### config.mk
export PLATFORM = sky130hd
export DESIGN_NAME = console_uart_registers_core
export DESIGN_NICKNAME = d
export VERILOG_FILES = /design/src/rtl/core/cur_pkg.sv /design/src/rtl/core/cur_in_stage.sv /design/src/rtl/core/cur_regs.sv /design/src/rtl/core/cur_out_stage.sv /design/src/rtl/core/console_uart_registers_core.sv
export SDC_FILE = /design/constraint.sdc
export NUM_CORES = 1
export LEC_CHECK = 0
export ABC_CLOCK_PERIOD_IN_PS = 2220
export BUFFER_PORTS_ARGS = -buffer_cell sky130_fd_sc_hd__buf_4
export CAP_MARGIN = 20
export CORE_AREA = 2 2 145 147
export CTS_CLUSTER_SIZE = 25
export DETAILED_ROUTE_END_ITERATION = 10
export DIE_AREA = 0 0 147 149
export PLACE_DENSITY_LB_ADDON = 0.2
export SLEW_MARGIN = 20
export SYNTH_ARGS = -nofsm -noshare
export SYNTH_HDL_FRONTEND = slang
export SYNTH_SLANG_ARGS = --single-unit
### constraint.sdc
create_clock -name clk -period 2.22 [get_ports clk]
set_input_delay 0.222 -clock clk [delete_from_list [all_inputs] [get_ports clk]]
set_output_delay 0.222 -clock clk [all_outputs]
set_load 0.02 [all_outputs]
### src/rtl/core/cur_pkg.sv
`default_nettype none
package cur_pkg;

    localparam int AGE_BITS   = 16;
    localparam int DATA_W     = 16;
    localparam int CHAR_W     = 8;
    localparam int CSR_W      = 8;
    localparam int CFG_IDX_W  = 1;

    // input modes
    localparam logic [2:0] MODE_BUS_READ   = 3'd0;
    localparam logic [2:0] MODE_BUS_WRITE  = 3'd1;
    localparam logic [2:0] MODE_RX_CHAR    = 3'd2;
    localparam logic [2:0] MODE_RX_BREAK   = 3'd3;
    localparam logic [2:0] MODE_TX_DONE    = 3'd4;
    localparam logic [2:0] MODE_TICK       = 3'd5;

    // bus register indexes (address bits 4:2)
    localparam logic [2:0] REG_CSR  = 3'd0;
    localparam logic [2:0] REG_LPR  = 3'd1;
    localparam logic [2:0] REG_RBUF = 3'd2;
    localparam logic [2:0] REG_XBUF = 3'd3;

    // configuration register indexes
    localparam logic [CFG_IDX_W-1:0] CFG_CHAR_8BIT  = 1'd0;
    localparam logic [CFG_IDX_W-1:0] CFG_HOLD_TICKS = 1'd1;

    localparam logic [DATA_W-1:0] HOLD_TICKS_RESET = 16'd50;

    localparam int CS_XDONE_BIT = 0;
    localparam int CS_RDONE_BIT = 1;
    localparam logic [CSR_W-1:0]  CS_RESET  = 8'h01;
    localparam logic [DATA_W-1:0] RB_VALID  = 16'h8000;
    localparam logic [DATA_W-1:0] RB_FRAME  = 16'h2000;
    localparam logic [DATA_W-1:0] RB_BREAK  = 16'h0400;
    localparam logic [DATA_W-1:0] RB_CHAR   = 16'h00FF;

    typedef struct packed {
        logic [2:0]        mode;
        logic [4:0]        reg_addr;
        logic [DATA_W-1:0] write_data;
        logic [CHAR_W-1:0] rx_char;
    } in_word_t;

    typedef struct packed {
        logic [DATA_W-1:0] read_data;
        logic              rx_taken;
        logic              tx_start;
        logic [CHAR_W-1:0] tx_char;
        logic              halt_request;
        logic              rx_irq;
        logic              tx_irq;
    } out_word_t;

    typedef struct packed {
        logic advance;
    } pipe_ctl_t;

    function automatic logic [CHAR_W-1:0] mask_char(input logic [CHAR_W-1:0] c,
                                                    input logic eight);
        mask_char = eight ? c : {1'b0, c[CHAR_W-2:0]};
    endfunction

endpackage
`default_nettype wire

### src/rtl/core/cur_in_stage.sv
`default_nettype none
module cur_in_stage (
    input  wire logic              clk,
    input  wire logic              rst_n,
    input  wire logic              in_valid,
    output logic                   in_stall,
    input  wire cur_pkg::in_word_t in_data,
    input  wire cur_pkg::pipe_ctl_t ctl,
    output logic                   item_valid,
    output cur_pkg::in_word_t      item
);

    logic              valid_reg, valid_next;
    cur_pkg::in_word_t item_reg;
    logic              accept;

    // holding word may leave this cycle, so a new one can enter
    assign in_stall = valid_reg && !ctl.advance;
    assign accept   = in_valid && !in_stall;

    always_comb
    begin
        valid_next = valid_reg;
        if (accept)
        begin
            valid_next = 1'b1;
        end
        else if (ctl.advance)
        begin
            valid_next = 1'b0;
        end
    end

    always_ff @(posedge clk or negedge rst_n)
    begin
        if (!rst_n)
        begin
            valid_reg <= 1'b0;
        end
        else
        begin
            valid_reg <= valid_next;
        end
    end

    always_ff @(posedge clk)
    begin
        if (accept)
        begin
            item_reg <= in_data;
        end
    end

    assign item_valid = valid_reg;
    assign item       = item_reg;

endmodule
`default_nettype wire

### src/rtl/core/cur_regs.sv
`default_nettype none
module cur_regs #(
    parameter int AGE_BITS = cur_pkg::AGE_BITS
) (
    input  wire logic                                 clk,
    input  wire logic                                 rst_n,
    input  wire logic                                 cfg_write,
    input  wire logic [cur_pkg::CFG_IDX_W-1:0]        cfg_index,
    input  wire logic [cur_pkg::DATA_W-1:0]           cfg_data,
    input  wire cur_pkg::pipe_ctl_t                   ctl,
    input  wire cur_pkg::in_word_t                    item,
    output cur_pkg::out_word_t                        result
);

    localparam int CMP_W = (AGE_BITS > cur_pkg::DATA_W) ? AGE_BITS : cur_pkg::DATA_W;

    logic                        char_8bit_reg;
    logic [cur_pkg::DATA_W-1:0]  hold_ticks_reg;

    logic [cur_pkg::CSR_W-1:0]   cs_reg,   cs_next;
    logic [cur_pkg::DATA_W-1:0]  lpr_reg,  lpr_next;
    logic [cur_pkg::DATA_W-1:0]  rbuf_reg, rbuf_next;
    logic [cur_pkg::CHAR_W-1:0]  xbuf_reg, xbuf_next;
    logic [AGE_BITS-1:0]         age_reg,  age_next;
    logic                        rx_irq_reg, rx_irq_next;
    logic                        tx_irq_reg, tx_irq_next;

    logic [2:0]                  idx;
    logic                        rdone;
    logic                        rx_guard;
    logic [cur_pkg::CHAR_W-1:0]  rx_masked;

    always_ff @(posedge clk or negedge rst_n)
    begin
        if (!rst_n)
        begin
            char_8bit_reg  <= 1'b1;
            hold_ticks_reg <= cur_pkg::HOLD_TICKS_RESET;
        end
        else if (cfg_write)
        begin
            unique case (cfg_index)
                cur_pkg::CFG_CHAR_8BIT:  char_8bit_reg  <= cfg_data[0];
                cur_pkg::CFG_HOLD_TICKS: hold_ticks_reg <= cfg_data;
                default:                 ;
            endcase
        end
    end

    assign idx       = item.reg_addr[4:2];
    assign rdone     = cs_reg[cur_pkg::CS_RDONE_BIT];
    // pending character not yet old enough to be overwritten
    assign rx_guard  = rdone && (CMP_W'(age_reg) < CMP_W'(hold_ticks_reg));
    assign rx_masked = cur_pkg::mask_char(item.rx_char, char_8bit_reg);

    always_comb
    begin
        cs_next     = cs_reg;
        lpr_next    = lpr_reg;
        rbuf_next   = rbuf_reg;
        xbuf_next   = xbuf_reg;
        age_next    = age_reg;
        rx_irq_next = rx_irq_reg;
        tx_irq_next = tx_irq_reg;
        result      = '0;

        unique case (item.mode)
            cur_pkg::MODE_BUS_READ:
            begin
                unique case (idx)
                    cur_pkg::REG_CSR:  result.read_data = {8'h00, cs_reg};
                    cur_pkg::REG_LPR:  result.read_data = lpr_reg;
                    cur_pkg::REG_RBUF:
                    begin
                        result.read_data = rbuf_reg;
                        if (rdone)
                        begin
                            cs_next[cur_pkg::CS_RDONE_BIT] = 1'b0;
                            rbuf_next   = rbuf_reg & cur_pkg::RB_CHAR;
                            rx_irq_next = 1'b0;
                        end
                    end
                    cur_pkg::REG_XBUF: result.read_data = {8'h00, xbuf_reg};
                    default:           ;
                endcase
            end
            cur_pkg::MODE_BUS_WRITE:
            begin
                unique case (idx)
                    cur_pkg::REG_CSR:  cs_next  = item.write_data[cur_pkg::CSR_W-1:0];
                    cur_pkg::REG_LPR:  lpr_next = item.write_data;
                    cur_pkg::REG_RBUF: cs_next[cur_pkg::CS_RDONE_BIT] = 1'b0;
                    cur_pkg::REG_XBUF:
                    begin
                        xbuf_next = item.write_data[cur_pkg::CHAR_W-1:0];
                        cs_next[cur_pkg::CS_XDONE_BIT] = 1'b0;
                        tx_irq_next     = 1'b0;
                        result.tx_start = 1'b1;
                        result.tx_char  = cur_pkg::mask_char(
                            item.write_data[cur_pkg::CHAR_W-1:0], char_8bit_reg);
                    end
                    default:           ;
                endcase
            end
            cur_pkg::MODE_RX_CHAR:
            begin
                if (!rx_guard)
                begin
                    rbuf_next = cur_pkg::RB_VALID | {8'h00, rx_masked};
                    age_next  = '0;
                    cs_next[cur_pkg::CS_RDONE_BIT] = 1'b1;
                    rx_irq_next     = 1'b1;
                    result.rx_taken = 1'b1;
                end
            end
            cur_pkg::MODE_RX_BREAK:
            begin
                if (!rx_guard)
                begin
                    rbuf_next = cur_pkg::RB_VALID | cur_pkg::RB_FRAME | cur_pkg::RB_BREAK;
                    age_next  = '0;
                    cs_next[cur_pkg::CS_RDONE_BIT] = 1'b1;
                    rx_irq_next         = 1'b1;
                    result.rx_taken     = 1'b1;
                    result.halt_request = 1'b1;
                end
            end
            cur_pkg::MODE_TX_DONE:
            begin
                cs_next[cur_pkg::CS_XDONE_BIT] = 1'b1;
                tx_irq_next = 1'b1;
            end
            cur_pkg::MODE_TICK:
            begin
                if (age_reg != '1)
                begin
                    age_next = age_reg + 1'b1;
                end
            end
            default: ;
        endcase

        result.rx_irq = rx_irq_next;
        result.tx_irq = tx_irq_next;
    end

    always_ff @(posedge clk or negedge rst_n)
    begin
        if (!rst_n)
        begin
            cs_reg     <= cur_pkg::CS_RESET;
            lpr_reg    <= '0;
            rbuf_reg   <= '0;
            xbuf_reg   <= '0;
            age_reg    <= '0;
            rx_irq_reg <= 1'b0;
            tx_irq_reg <= 1'b0;
        end
        else if (ctl.advance)
        begin
            cs_reg     <= cs_next;
            lpr_reg    <= lpr_next;
            rbuf_reg   <= rbuf_next;
            xbuf_reg   <= xbuf_next;
            age_reg    <= age_next;
            rx_irq_reg <= rx_irq_next;
            tx_irq_reg <= tx_irq_next;
        end
    end

endmodule
`default_nettype wire

### src/rtl/core/cur_out_stage.sv
`default_nettype none
module cur_out_stage (
    input  wire logic               clk,
    input  wire logic               rst_n,
    input  wire cur_pkg::pipe_ctl_t ctl,
    input  wire cur_pkg::out_word_t result,
    output logic                    room,
    output logic                    out_valid,
    input  wire logic               out_stall,
    output cur_pkg::out_word_t      out_data
);

    logic               valid_reg, valid_next;
    cur_pkg::out_word_t data_reg;

    assign room = !valid_reg || !out_stall;

    always_comb
    begin
        valid_next = valid_reg;
        if (ctl.advance)
        begin
            valid_next = 1'b1;
        end
        else if (!out_stall)
        begin
            valid_next = 1'b0;
        end
    end

    always_ff @(posedge clk or negedge rst_n)
    begin
        if (!rst_n)
        begin
            valid_reg <= 1'b0;
        end
        else
        begin
            valid_reg <= valid_next;
        end
    end

    always_ff @(posedge clk)
    begin
        if (ctl.advance)
        begin
            data_reg <= result;
        end
    end

    assign out_valid = valid_reg;
    assign out_data  = data_reg;

endmodule
`default_nettype wire

### src/rtl/core/console_uart_registers_core.sv
// Path: a word accepted into the input register passes on to the result register, where its
//   result word waits while the output side stalls.
// Throughput: one word per cycle while the output side does not stall; each word is a
//   single read-modify-write of the register file between the two registers.
// Reset (rst_n low, asynchronous): both stages empty, CSR = transmit done, other
//   registers zero, 8-bit characters, hold ticks 50.
`default_nettype none
module console_uart_registers_core #(
    parameter int AGE_BITS = cur_pkg::AGE_BITS
) (
    input  wire logic                          clk,
    input  wire logic                          rst_n,
    input  wire logic                          cfg_write,
    input  wire logic [cur_pkg::CFG_IDX_W-1:0] cfg_index,
    input  wire logic [cur_pkg::DATA_W-1:0]    cfg_data,
    input  wire logic                          in_valid,
    output logic                               in_stall,
    input  wire cur_pkg::in_word_t             in_data,
    output logic                               out_valid,
    input  wire logic                          out_stall,
    output cur_pkg::out_word_t                 out_data
);

    cur_pkg::pipe_ctl_t ctl;
    cur_pkg::in_word_t  item;
    cur_pkg::out_word_t result;
    logic               item_valid;
    logic               room;

    assign ctl.advance    = item_valid && room;

    cur_in_stage u_in_stage (
        .clk        (clk),
        .rst_n      (rst_n),
        .in_valid   (in_valid),
        .in_stall   (in_stall),
        .in_data    (in_data),
        .ctl        (ctl),
        .item_valid (item_valid),
        .item       (item)
    );

    cur_regs #(
        .AGE_BITS (AGE_BITS)
    ) u_regs (
        .clk       (clk),
        .rst_n     (rst_n),
        .cfg_write (cfg_write),
        .cfg_index (cfg_index),
        .cfg_data  (cfg_data),
        .ctl       (ctl),
        .item      (item),
        .result    (result)
    );

    cur_out_stage u_out_stage (
        .clk       (clk),
        .rst_n     (rst_n),
        .ctl       (ctl),
        .result    (result),
        .room      (room),
        .out_valid (out_valid),
        .out_stall (out_stall),
        .out_data  (out_data)
    );

endmodule
`default_nettype wire

# Word level (Yosys, flattened, before mapping)
# Index checks and enable logic that the tools add are counted.
dict set report classes {
  add_sub_neg 1
  order_cmp 1
  eq_ne 18
  n_mux 29
  bitwise 2
  n_reduce_logical 30
}
# operator count
set op_table {}
lappend op_table {{$mux W16} 6}
lappend op_table {{$pmux W16 S4} 1}
lappend op_table {{$pmux W16 S3} 1}
lappend op_table {{$pmux W16 S2} 1}
lappend op_table {{$add A16 B1 Y16 const B} 1}
lappend op_table {{$lt A16 B16 Y1} 1}
lappend op_table {{$mux W8} 2}
lappend op_table {{$ne A16 B16 Y1 const B} 1}
lappend op_table {{$reduce_and A3 Y1} 5}
lappend op_table {{$eq A3 B2 Y1 const B} 4}
lappend op_table {{$mux W1} 11}
lappend op_table {{$pmux W1 S2} 5}
lappend op_table {{$reduce_and A5 Y1} 2}
lappend op_table {{$mux W9} 1}
lappend op_table {{$ne A2 B1 Y1 const B} 4}
lappend op_table {{$reduce_bool A2 Y1} 4}
lappend op_table {{$eq A3 B1 Y1 const B} 2}
lappend op_table {{$eq A3 B3 Y1 const B} 2}
lappend op_table {{$logic_not A3 Y1} 2}
lappend op_table {{$ne A2 B2 Y1 const B} 3}
lappend op_table {{$ne A3 B3 Y1 const B} 2}
lappend op_table {{$reduce_and A2 Y1} 3}
lappend op_table {{$reduce_and A6 Y1} 1}
lappend op_table {{$reduce_bool A3 Y1} 2}
lappend op_table {{7 further kinds} 14}
dict set report word_totals {
  reg_bits 146
  input_bits 54
  out_inout_bits 31
  wordCells 107
}

# Logic depth before layout (Yosys ltp)
# Gate-level depths: netlist of run 1.
dict set report depth {
  word_depth 8
  depth_mapped 9
  ltp_nobuf 8
}

# Cells and area by module
# From an unflattened synthesis of run 1, not the netlist that was laid out.
dict set report hier_totals {
  hier_cells 463
  area_unflattened_um2 6062.1
}
# module n_inst cells_each area_each_um2 seq_area_each_um2
set by_module_without_submodules {}
lappend by_module_without_submodules {cur_regs 1 393 4130.2 1933.1}
lappend by_module_without_submodules {cur_in_stage 1 37 1018.5 985.9}
lappend by_module_without_submodules {cur_out_stage 1 32 907.1 895.9}
lappend by_module_without_submodules {console_uart_registers_core 1 1 6.3 0.0}

# Worst setup path after synthesis of run 1
# No wires, ideal clock.
dict set report synth_timing {
  path_kind {reg2reg}
  startpoint {reg u_regs.age_reg[14]}
  endpoint {reg u_regs.age_reg[0]}
  setup_ns 0.125
  arrival_ns 2.133
  required_ns 2.095
  setup_slack_ns -0.037
  stages_incl_launch_ff 8
  n_path_buf 0
  period_less_slack_ns 2.257
  path_cell_list {dfrtp_1 -> ha_1 -> nand4_1 -> or3_1 -> o311a_1 -> a211o_1 -> and2_4 -> mux2_2}
}
dict set report synth_via {
  elab_chain_cells 4
  elab_cells_between_ends 6
  classes_between {order compare (1); eq/ne (3); reduce/logical (2)}
}
# item line
set synth_lines {}
lappend synth_lines {{from (decl)} cur_regs.sv:24} ;# logic [AGE_BITS-1:0] age_reg, age_next;
lappend synth_lines {{from (signal assigned)} cur_regs.sv:165} ;# age_reg <= age_next;
lappend synth_lines {{$lt A16 B16 Y1} cur_regs.sv:53} ;# assign rx_guard = rdone && (CMP_W'(age_reg) < CMP_W'(hold_ticks_reg));
lappend synth_lines {{$logic_and A1 B1 Y1} cur_regs.sv:53}
lappend synth_lines {{$ne A2 B2 Y1 (no line)} --}
lappend synth_lines {{$reduce_and A4 Y1 (no line) (*)} --}
# Mark *: on every way between the ends. The rest lies on a longest branch, timed or not.
# A chain may end at the register's enable or synchronous reset.

# Worst setup path after layout of run 1
dict set report layout_timing {
  startpoint {reg u_regs.age_reg[8]}
  endpoint {reg u_regs.age_reg[0]}
}
# The elaborated chain is that of the path after synthesis.

==> metrics, run 1 <==
global-route wire length before repair 21900 um; Num CTS Buffers 17; Crit Reg-Reg Startpoint u_regs.age_reg[8]$_DFFE_PN0P_; Max-Cap Viols 0; Sequential Area 0.00375 mm2; Routed WL 13500 um; Syn Nets 528; Worst EP arrival 2.70 ns; max FFs per register 30; hold slack 0.0306 ns; worst vdd ir 0.484 mV; post-synthesis async set-or-reset flop share 57.2%; endpoint class of the critical path flip-flop; Worst Tran Pin Value 0.660 ns; ys flop type dfrtp_1; DP HPWL 9720 um; met1 usage 16.0%; FILL cells 2002; Post-synth EDFFs 59; share of cells above drive strength 1 36.1%; outcome finished with violations; H-tree depth 4; FMAX 418 MHz; die area 0.0219 mm2; Hold Path Origin out_stall; TritonCTS Sinks 138; Starting Density 29.0%; data required time of the worst path 2.52 ns; final setup fails 28; Worst-Skew Late Latency 0.42 ns; largest net degree at the start of global routing 44; Synth area leader dfrtp_1; gr usage total 13.0%; Mean Syn Cell Area 13.0 um2; clock buffer depth 2; Hold Vio Cnt, Final 0; chip width 147 um; failing checks negative setup slack; initial antenna violation count 0; Tcrit/Tclk final 108%; Top Usage Layer GRT met2; warnings from Yosys 0; grt met2 use 22.0%; # diodes 0; top area cells in the synthesized netlist dfrtp_1 (31%), edfxtp_1 (30%), mux2_2 (7.5%), ha_1 (3.4%), nand2_1 (3.1%); Synth Cell Area 0.00597 mm2; CP startpoint u_regs.age_reg[8]$_DFFE_PN0P_; routed len/inst 14.8 um; CP startpoint kind flip-flop; GRT met3 Usage 3.27%; slack of the critical path -0.175 ns; max-slew violations 0; CP Max Fanout 5; Remaining DRCs 0; area grow syn2layout 37.6%; clk slew on worst S/H paths 0.06 ns; Detailed Route Iter0 Violations 162; Vias per Instance 4.52; final net count 692; Post-Route Utilization 40.0%; FF+latch count, synth 138; sequential share of the synthesized area 62.9%; TritonCTS clock tree done; Multi-input gate area 0.00213 mm2; TritonRoute pass-1 iters 5; clock root buffer clkbuf_16; ANT nets after route 0; synthesized instance count 458; vias in the first global route 4369; row count 53; total core area 0.0206 mm2; power per cell area 843 mW/mm2; Worst Skew 0.0131 ns; static leakage 3.61 nW; # IOs 85; overall power 0.00692 W; post-synth cell types 52; DIE HEIGHT 149 um; Setup CP Type flip-flop to flip-flop; class of the worst hold path input port to flip-flop; Via Count 4112; Yosys top cell area share 31.0%; total grt overflow 0; I/O Buffers 82; RSZ-0062 raised after global routing yes; Rel. slew slack 55.9%; RD Place Congestion 0.766; post-layout min period 2.39 ns
[layout make-up]
class / instances / share of cell area (%)
clock buffers: 21 / 5.87
multi-input cells: 281 / 26.0
repair buffers: 160 / 15.8
inverters: 24 / 1.10
clock inverters: 11 / 1.29
well taps: 275 / 4.19
flip-flops and latches: 138 / 45.7
[metrics by stage]
step / setup slack [ns] / area, um2 / cells / setup TNS (ns)
after CTS: -0.189 / 8170 / 909 / -3.76
after detailed placement: -0.191 / 7220 / 844 / -3.87
after floorplan: -0.0263 / 5980 / 458 / -0.0576
after global placement: -0.164 / 7220 / 844 / -3.22
after global routing: -0.287 / 8210 / 910 / -6.21
final: -0.175 / 8210 / 910 / -2.65
[Yosys cell counts, types with 3 or more instances]
library cell	number
nand3b_1	3
nand4_1	8
ha_1	16
a21o_1	6
a31oi_1	3
and3_1	3
o21ai_0	19
nor2_1	15
dfrtp_1	74
nand2_1	50
edfxtp_1	59
mux4_2	8
nand2b_1	12
clkbuf_1	13
nand3_1	14
nor3b_1	3
o31ai_1	4
a21oi_1	9
and2_1	15
mux2_2	40
o211ai_1	5
dfstp_2	5
nor3_1	6
nor2b_1	14
inv_1	23
[cell usage in the layout, fill, tap and decap left out, types with 4 or more instances in the layout]
| master | instances |
|---|---|
| mux2_2 | 39 |
| a21o_1 | 6 |
| mux4_2 | 8 |
| dfstp_2 | 5 |
| a21oi_1 | 8 |
| ha_1 | 15 |
| inv_6 | 5 |
| nand3_2 | 4 |
| nand2_1 | 50 |
| nand3_1 | 10 |
| nor3_1 | 6 |
| o31ai_1 | 4 |
| nand4_1 | 8 |
| and2_1 | 14 |
| o211ai_1 | 5 |
| nand2b_1 | 12 |
| inv_1 | 23 |
| clkbuf_16 | 18 |
| o21ai_0 | 14 |
| dlygate4sd3_1 | 32 |
| nor2_1 | 14 |
| nor2b_1 | 14 |
| edfxtp_1 | 59 |
| buf_4 | 125 |
| dfrtp_1 | 74 |
[timing repair]
item / 4_1_cts / 5_1_grt
resized for setup: 7 / 13
endpoints found under the hold margin: 67 / 0
setup endpoints to repair: 31 / 30
buffers inserted: 1 / 1
hold buffers: 32 / 0
pin swaps: 5 / 4
[critical path, stage by stage (launching register included)]
cell and delay [ns]:
dfrtp_1 0.41, ha_1 0.29, nand4_1 0.14, or3_1 0.37
o311a_1 0.34, a211o_1 0.31, and2_4 0.18, mux2_4 0.25
[kinds of logic after synthesis]
logic type	count (synthesis)	synth area share [%]
flip-flops	138	62.9
buffers and inverters	39	2.50
multiplexers	49	10.7
AND/OR/NAND/NOR	151	13.0
adder cells (fa/ha/maj)	16	3.35
AO/OA/AOI/OAI	65	7.51
[final timing paths]
path,endpoint,slack [ns],depth (start not counted)
worst max-delay path,u_regs.age_reg[0]$_DFFE_PN0P_,-0.17,7
worst min-delay path,u_out_stage.out_valid$_DFFE_PN0P_,0.03,2
worst max register to register,u_regs.age_reg[0]$_DFFE_PN0P_,-0.17,7
worst min register to register,u_out_stage.out_valid$_DFFE_PN0P_,0.47,1
max in group asynchronous,u_regs.rbuf_reg[5]$_DFFE_PN0P_,1.23,3
min in group asynchronous,u_out_stage.out_valid$_DFFE_PN0P_,0.35,2
[power by group]
| part | switching (W) | internal [W] |
|---|---|---|
| clock network | 0.00112 | 0.00168 |
| registers | 0.000168 | 0.00298 |
| logic | 0.000450 | 0.000524 |
[layer usage]
layer,routed length [um],vias up
met4,257,0
li1,-,1988
met3,593,17
met2,6530,105
met1,6130,2002
met5,0,-
No activity file was read; power rests on OpenSTA's default activity.
==> run 2: changes to the inputs <==
--- a/config.mk
+++ b/config.mk
@@ -8,11 +8,12 @@
 export ABC_CLOCK_PERIOD_IN_PS = 2220
 export BUFFER_PORTS_ARGS = -buffer_cell sky130_fd_sc_hd__buf_4
 export CAP_MARGIN = 20
-export CORE_AREA = 2 2 145 147
+export CORE_AREA = 2 2 129 131
 export CTS_CLUSTER_SIZE = 25
 export DETAILED_ROUTE_END_ITERATION = 10
-export DIE_AREA = 0 0 147 149
+export DIE_AREA = 0 0 131 133
 export PLACE_DENSITY_LB_ADDON = 0.2
+export SKIP_LAST_GASP = 1
 export SLEW_MARGIN = 20
 export SYNTH_ARGS = -nofsm -noshare
 export SYNTH_HDL_FRONTEND = slang
==> run 2 against run 1 <==
Effect of this change: the flow still finishes with violations (negative setup slack); final cell count decreased by 6.3%; die area fell by 20%; count of clock-buffer cells in the layout fell by 3; critical path type unchanged; hold slack got worse by 0.012 ns.
==> metrics, run 2 (synthesized netlist as in run 1, its figures left out) <==
outcome finished with violations; failing checks negative setup slack; Num CTS Buffers 17 (unchanged); row count 47 (-11%); FMAX 415 MHz (-0.62%); initial antenna violation count 0 (unchanged); clock root buffer clkbuf_16; worst vdd ir 0.575 mV (+19%); r2r setup slk -0.19 ns (about the same); slack of the critical path -0.190 ns (-0.0149 ns); Setup CP Type flip-flop to flip-flop; Worst EP arrival 2.72 ns (+0.02 ns); DP HPWL 9210 um (-5.2%); Crit-path slowest cell dfstp_2; die area 0.0174 mm2 (-20%); Starting Density 36.9% (+7.9 points); max-slew violations 0 (unchanged); static leakage 3.59 nW (-0.39%); clk slew on worst S/H paths 0.06 ns (about the same); Worst Tran Pin Value 0.658 ns (-0.00242 ns); post-layout min period 2.41 ns (+0.0149 ns); final setup fails 27 (-3.6%); vias in the first global route 4344 (-0.57%); Vias per Instance 4.82 (+6.6%); clock buffer depth 2 (unchanged); final net count 690 (-0.29%); # diodes 0 (unchanged); TritonCTS Sinks 138 (unchanged); TritonRoute pass-1 iters 4 (-1); Hold Vio Cnt, Final 0 (unchanged); global-route wire length before repair 21500 um (-1.7%); H-tree depth 4 (unchanged); Via Count 4110 (-0.049%); Worst-Skew Late Latency 0.43 ns (about the same); class of the worst hold path input port to flip-flop; largest net degree at the start of global routing 49 (+11%); final cell count without fillers 853 (-6.3%); CP Max Fanout 5 (unchanged); data required time of the worst path 2.53 ns (about the same); endpoint class of the critical path flip-flop; RD Place Congestion 0.798 (+4.1%); dpl cells 787 (-6.8%); routed len/inst 15.1 um (+2.0%); FILL cells 1423 (-29%); # IOs 85 (unchanged); share of cells above drive strength 1 35.4% (-0.68 points); TritonCTS clock tree done; Routed WL 12900 um (-4.4%); Remaining DRCs 0 (unchanged); RSZ-0062 raised after global routing yes; CP startpoint kind flip-flop; total core area 0.0162 mm2 (-21%); DP Worst Slack -0.199 ns (-0.00801 ns); ANT nets after route 0 (unchanged); Detailed Route Iter0 Violations 329 (+100%); Max-Cap Viols 0 (unchanged); area grow syn2layout 36.3%; Tcrit/Tclk final 109% (+0.67 points); max incr delay on CP 0.53 ns (+0.12 ns); most frequent cells in the layout buf_4 (124), dfrtp_1 (74), edfxtp_1 (59), nand2_1 (50), mux2_2 (39); max FFs per register 30 (unchanged); chip width 131 um (-11%); gr usage total 16.3% (+3.3 points); total grt overflow 0 (unchanged); Rel. slew slack 56.1% (+0.16 points); Worst Skew 0.00864 ns (-0.00449 ns); commonest non-fill, non-tap cell in the layout buf_4; CP Cell Sequence inv_1 -> ha_1 -> and4_1 -> o21ai_0 -> o311a_1 -> a211o_1 -> and2_4 -> mux2_4; power per cell area 858 mW/mm2 (+1.7%); DIE HEIGHT 133 um (-11%); I/O Buffers 82 (unchanged)
[run 2: cell count changes in the layout (fill, tap and decap cells not counted), moves of 2 or more]
| cell | change |
|---|---|
| clkinv_4 | +4 |
| ha_1 | -2 |
| ha_4 | +2 |
| nand3_1 | +4 |
| nand3_2 | -4 |
| o21ai_0 | +3 |
| o21ai_2 | -2 |
[run 2: final timing paths]
check                                                     startpoint                              endpoint  cells after the start
worst min-delay path                                       out_stall     u_out_stage.out_valid$_DFFE_PN0P_                      2
worst max register to register  u_regs.hold_ticks_reg[5]$_DFFE_PN1P_         u_regs.age_reg[0]$_DFFE_PN0P_                      8
worst max-delay path            u_regs.hold_ticks_reg[5]$_DFFE_PN1P_         u_regs.age_reg[0]$_DFFE_PN0P_                      8
worst min register to register     u_in_stage.item_valid$_DFFE_PN0P_     u_out_stage.out_valid$_DFFE_PN0P_                      1
min in group asynchronous                                      rst_n  u_regs.hold_ticks_reg[3]$_DFFE_PN0P_                      2
max in group asynchronous                                      rst_n          u_regs.cs_reg[0]$_DFFE_PN1P_                      3
[run 2: repair_timing]
| action | in CTS | in global routing |
|---|---|---|
| hold endpoints to repair | 75 | 0 |
| hold buffers | 32 | 0 |
| pin swaps | 6 | 2 |
| resized for setup | 3 | 8 |
| endpoints found under the setup margin | 30 | 30 |
| buffers inserted | 2 | 0 |
[run 2: power by group]
group          leakage (nW)  switching (W)  total, W  internal [W]
combinational          1.72       0.000439  0.000970      0.000531
sequential             1.58       0.000172   0.00315       0.00298
clock                 0.290        0.00114   0.00285       0.00171
total                  3.59        0.00176   0.00697       0.00522
[run 2: cell type report]
type                            instances  area (um2)  area share [%]
Tap cell                              220         275            3.38
Sequential cell                       138        3750            46.2
Inverter                               24        90.1            1.11
Multi-Input combinational cell        281        2130            26.2
Clock inverter                         14         161            1.98
Timing Repair Buffer                  158        1280            15.8
Clock buffer                           18         439            5.40
[run 2: per-stage QoR]
step	hold slack [ns]	util, %	TNS, ns	cell area, um2	power [W]
2_1_floorplan	-0.0736	-	-0.0576	5980	0.00366
3_3_place_gp	0.289	44.1	-2.41	7140	0.00405
3_5_place_dp	0.298	44.1	-3.72	7140	0.00409
4_1_cts	0.000652	50.0	-3.67	8090	0.00705
5_1_grt	0.00744	50.3	-6.49	8130	0.00733
6_report	0.0187	50.3	-2.89	8130	0.00697
[run 2: critical path, delay by kind of cell (launching register included)]
| family | cells | cell delay, ns |
|---|---|---|
| buffers and inverters | 1 | 0.04 |
| DFF | 1 | 0.53 |
| adders and majority gates | 1 | 0.28 |
| muxes | 1 | 0.25 |
| AOI/OAI and AO/OA | 3 | 0.80 |
| and+or+nand+nor | 2 | 0.39 |
[run 2: routing by layer]
layer / vias up / global-route usage [%] / routed length (um)
li1: 1991 / - / -
met3: 18 / 5.10 / 670
met5: - / 0 / 0
met4: 0 / 5.91 / 210
met1: 2001 / 19.9 / 5530
met2: 100 / 27.1 / 6510
==> run 3: changes to the inputs <==
--- a/config.mk
+++ b/config.mk
@@ -12,6 +12,7 @@
 export CTS_CLUSTER_SIZE = 25
 export DETAILED_ROUTE_END_ITERATION = 10
 export DIE_AREA = 0 0 131 133
+export MAX_ROUTING_LAYER = met4
 export PLACE_DENSITY_LB_ADDON = 0.2
 export SKIP_LAST_GASP = 1
 export SLEW_MARGIN = 20
==> run 3 against run 2 <==
Effect of this change: fmax fell by 1.7%; utilization rose by 0.36 points; largest power group unchanged; combinational power rose by 0.8%; critical path depth fell by 1; die area did not move; first-iteration DRC count fell by 16%; non-clock buffer count rose by 1; count of clock-buffer cells in the layout rose by 3; sequential share of layout area fell by 0.33 points; critical path type unchanged; the flow still finishes with violations (negative setup slack); global-route usage rose by 0.058 points; total power rose by 2.8%.
==> metrics, run 3 (synthesized netlist as in run 1, its figures left out) <==
Setup Total Neg Slack -3.78 ns (-0.891 ns); final setup fails 28 (+3.7%); max incr delay on CP 0.43 ns (-0.10 ns); total grt overflow 0 (unchanged); TritonCTS Sinks 138 (unchanged); post-layout min period 2.45 ns (+0.0421 ns); Vias per Instance 4.79 (-0.68%); data required time of the worst path 2.53 ns (about the same); initial antenna violation count 0 (unchanged); CP startpoint kind flip-flop; Worst Skew 0.0120 ns (+0.00337 ns); Max-Cap Viols 0 (unchanged); Routed WL 12800 um (-1.0%); Crit-path slowest cell dfrtp_1; clock root buffer clkbuf_16; overall power 0.00717 W (+2.8%); Detailed Route Iter0 Violations 276 (-16%); Setup CP Type flip-flop to flip-flop; area grow syn2layout 37.3%; power per cell area 875 mW/mm2 (+2.1%); static leakage 3.62 nW (+0.64%); clock share of power 42.4% (+1.5 points); row count 47 (unchanged); r2r setup slk -0.23 ns (-0.04 ns); Internal 0.00546 W (+4.7%); largest net degree at the start of global routing 51 (+4.1%); chip width 131 um (unchanged); slack of the critical path -0.232 ns (-0.0421 ns); die area 0.0174 mm2 (unchanged); final net count 691 (+0.14%); class of the worst hold path input port to flip-flop; FMAX 408 MHz (-1.7%); RD Place Congestion 0.836 (+4.8%); CP Cell Sequence ha_4 -> nand4_1 -> or3_1 -> o311a_1 -> a211o_1 -> and2_4 -> mux2_2; worst vdd ir 0.543 mV (-5.7%); RSZ-0062 raised after global routing yes; Worst Tran Pin Value 0.671 ns (+0.0137 ns); CP Max Fanout 5 (unchanged); total core area 0.0162 mm2 (unchanged); I/O Buffers 82 (unchanged); Num CTS Buffers 17 (unchanged); share of cells above drive strength 1 35.8% (+0.42 points); outcome finished with violations; failing checks negative setup slack; TritonRoute pass-1 iters 4 (unchanged); max FFs per register 30 (unchanged); commonest non-fill, non-tap cell in the layout buf_4; power share of the combinational group 13.6% (-0.3 points); vias in the first global route 4218 (-2.9%); H-tree depth 4 (unchanged); sw power 0.00171 W (-2.7%); Hold Vio Cnt, Final 0 (unchanged); DP Worst Slack -0.171 ns (+0.0279 ns); Worst-Skew Late Latency 0.43 ns (about the same); endpoint class of the critical path flip-flop; Remaining DRCs 0 (unchanged); gr usage total 16.4% (+0.058 points); Rel. slew slack 55.3% (-0.80 points); ANT nets after route 0 (unchanged); Via Count 4087 (-0.56%); clock buffer depth 2 (unchanged); # IOs 85 (unchanged); clk slew on worst S/H paths 0.06 ns (about the same); DP HPWL 8980 um (-2.6%); # diodes 0 (unchanged); DIE HEIGHT 133 um (unchanged); Reg power frac 44.0% (-1.2 points); TritonCTS clock tree done; Starting Density 36.9% (unchanged); max-slew violations 0 (unchanged); routed len/inst 15.0 um (-1.1%); Worst EP arrival 2.76 ns (+0.04 ns); global-route wire length before repair 21000 um (-2.2%); most frequent cells in the layout buf_4 (125), dfrtp_1 (74), edfxtp_1 (59), nand2_1 (50), mux2_2 (40); Net Sw Frac 23.8% (-1.3 points); Tcrit/Tclk final 110% (+1.9 points)
[run 3: changes by cell type in the layout (fill, tap and decap cells not counted), sizes merged]
| cell | change |
|---|---|
| inv | -1 |
| clkbuf | +3 |
| bufinv | +1 |
| clkinv | -3 |
| buf | +1 |
[run 3: worst paths after layout]
kind                                                endpoint                              start  cells after the start
max                            u_regs.age_reg[0]$_DFFE_PN0P_     u_regs.age_reg[14]$_DFFE_PN0P_                      7
min                        u_out_stage.out_valid$_DFFE_PN0P_                          out_stall                      2
max reg2reg                    u_regs.age_reg[0]$_DFFE_PN0P_     u_regs.age_reg[14]$_DFFE_PN0P_                      7
min reg2reg                u_out_stage.out_valid$_DFFE_PN0P_  u_in_stage.item_valid$_DFFE_PN0P_                      1
max in group asynchronous     u_regs.lpr_reg[12]$_DFFE_PN0P_                              rst_n                      3
min in group asynchronous      u_regs.age_reg[0]$_DFFE_PN0P_                              rst_n                      2
[run 3: worst max-delay path, delay by kind of cell (launching register included)]
family / cells / cell delay (ns)
fa+ha+maj: 1 / 0.29
mux: 1 / 0.26
compound gates: 2 / 0.70
simple gates: 3 / 0.66
flops: 1 / 0.43
[run 3: per-layer routing]
metal	vias up	share of wire (%)	GRT usage, %
li1	1991	-	-
met1	2010	44	19.7
met2	76	51	26.6
met3	10	3.9	4.37
met4	0	0.82	5.50
met5	-	0	-
[run 3: area by class of cell]
type                    instances  area, um2
repair buffers                159       1290
multi-input cells             281       2130
inverters                      24       90.1
well taps                     220        275
clock inverters                11        154
clock buffers                  21        493
flip-flops and latches        138       3750
fillers                      1414       7980
[run 3: per-stage QoR]
stage	area [um2]	instances	util [%]	hold slack (ns)
4_1_cts	8130	854	50.3	0.00906
3_3_place_gp	7150	788	44.2	0.311
3_5_place_dp	7150	788	44.2	0.314
6_report	8190	854	50.7	0.0283
2_1_floorplan	5980	458	-	-0.0736
5_1_grt	8190	854	50.7	0.0147
[run 3: power groups by stage]
stage / Sequential (W) / Clock (W) / Combinational [W]
2_1_floorplan: 0.00319 / 0 / 0.000468
3_3_place_gp: 0.00319 / 0 / 0.000863
3_5_place_dp: 0.00320 / 0 / 0.000888
4_1_cts: 0.00315 / 0.00311 / 0.000961
5_1_grt: 0.00319 / 0.00323 / 0.00109
6_report: 0.00315 / 0.00304 / 0.000978
[run 3: what timing repair did]
| action | CTS | global route |
|---|---|---|
| gates resized for setup | 3 | 10 |
| pin swaps | 3 | 3 |
| hold buffers | 32 | 0 |
| buffers inserted | 2 | 0 |
| endpoints found under the hold margin | 74 | 0 |
| endpoints found under the setup margin | 30 | 31 |
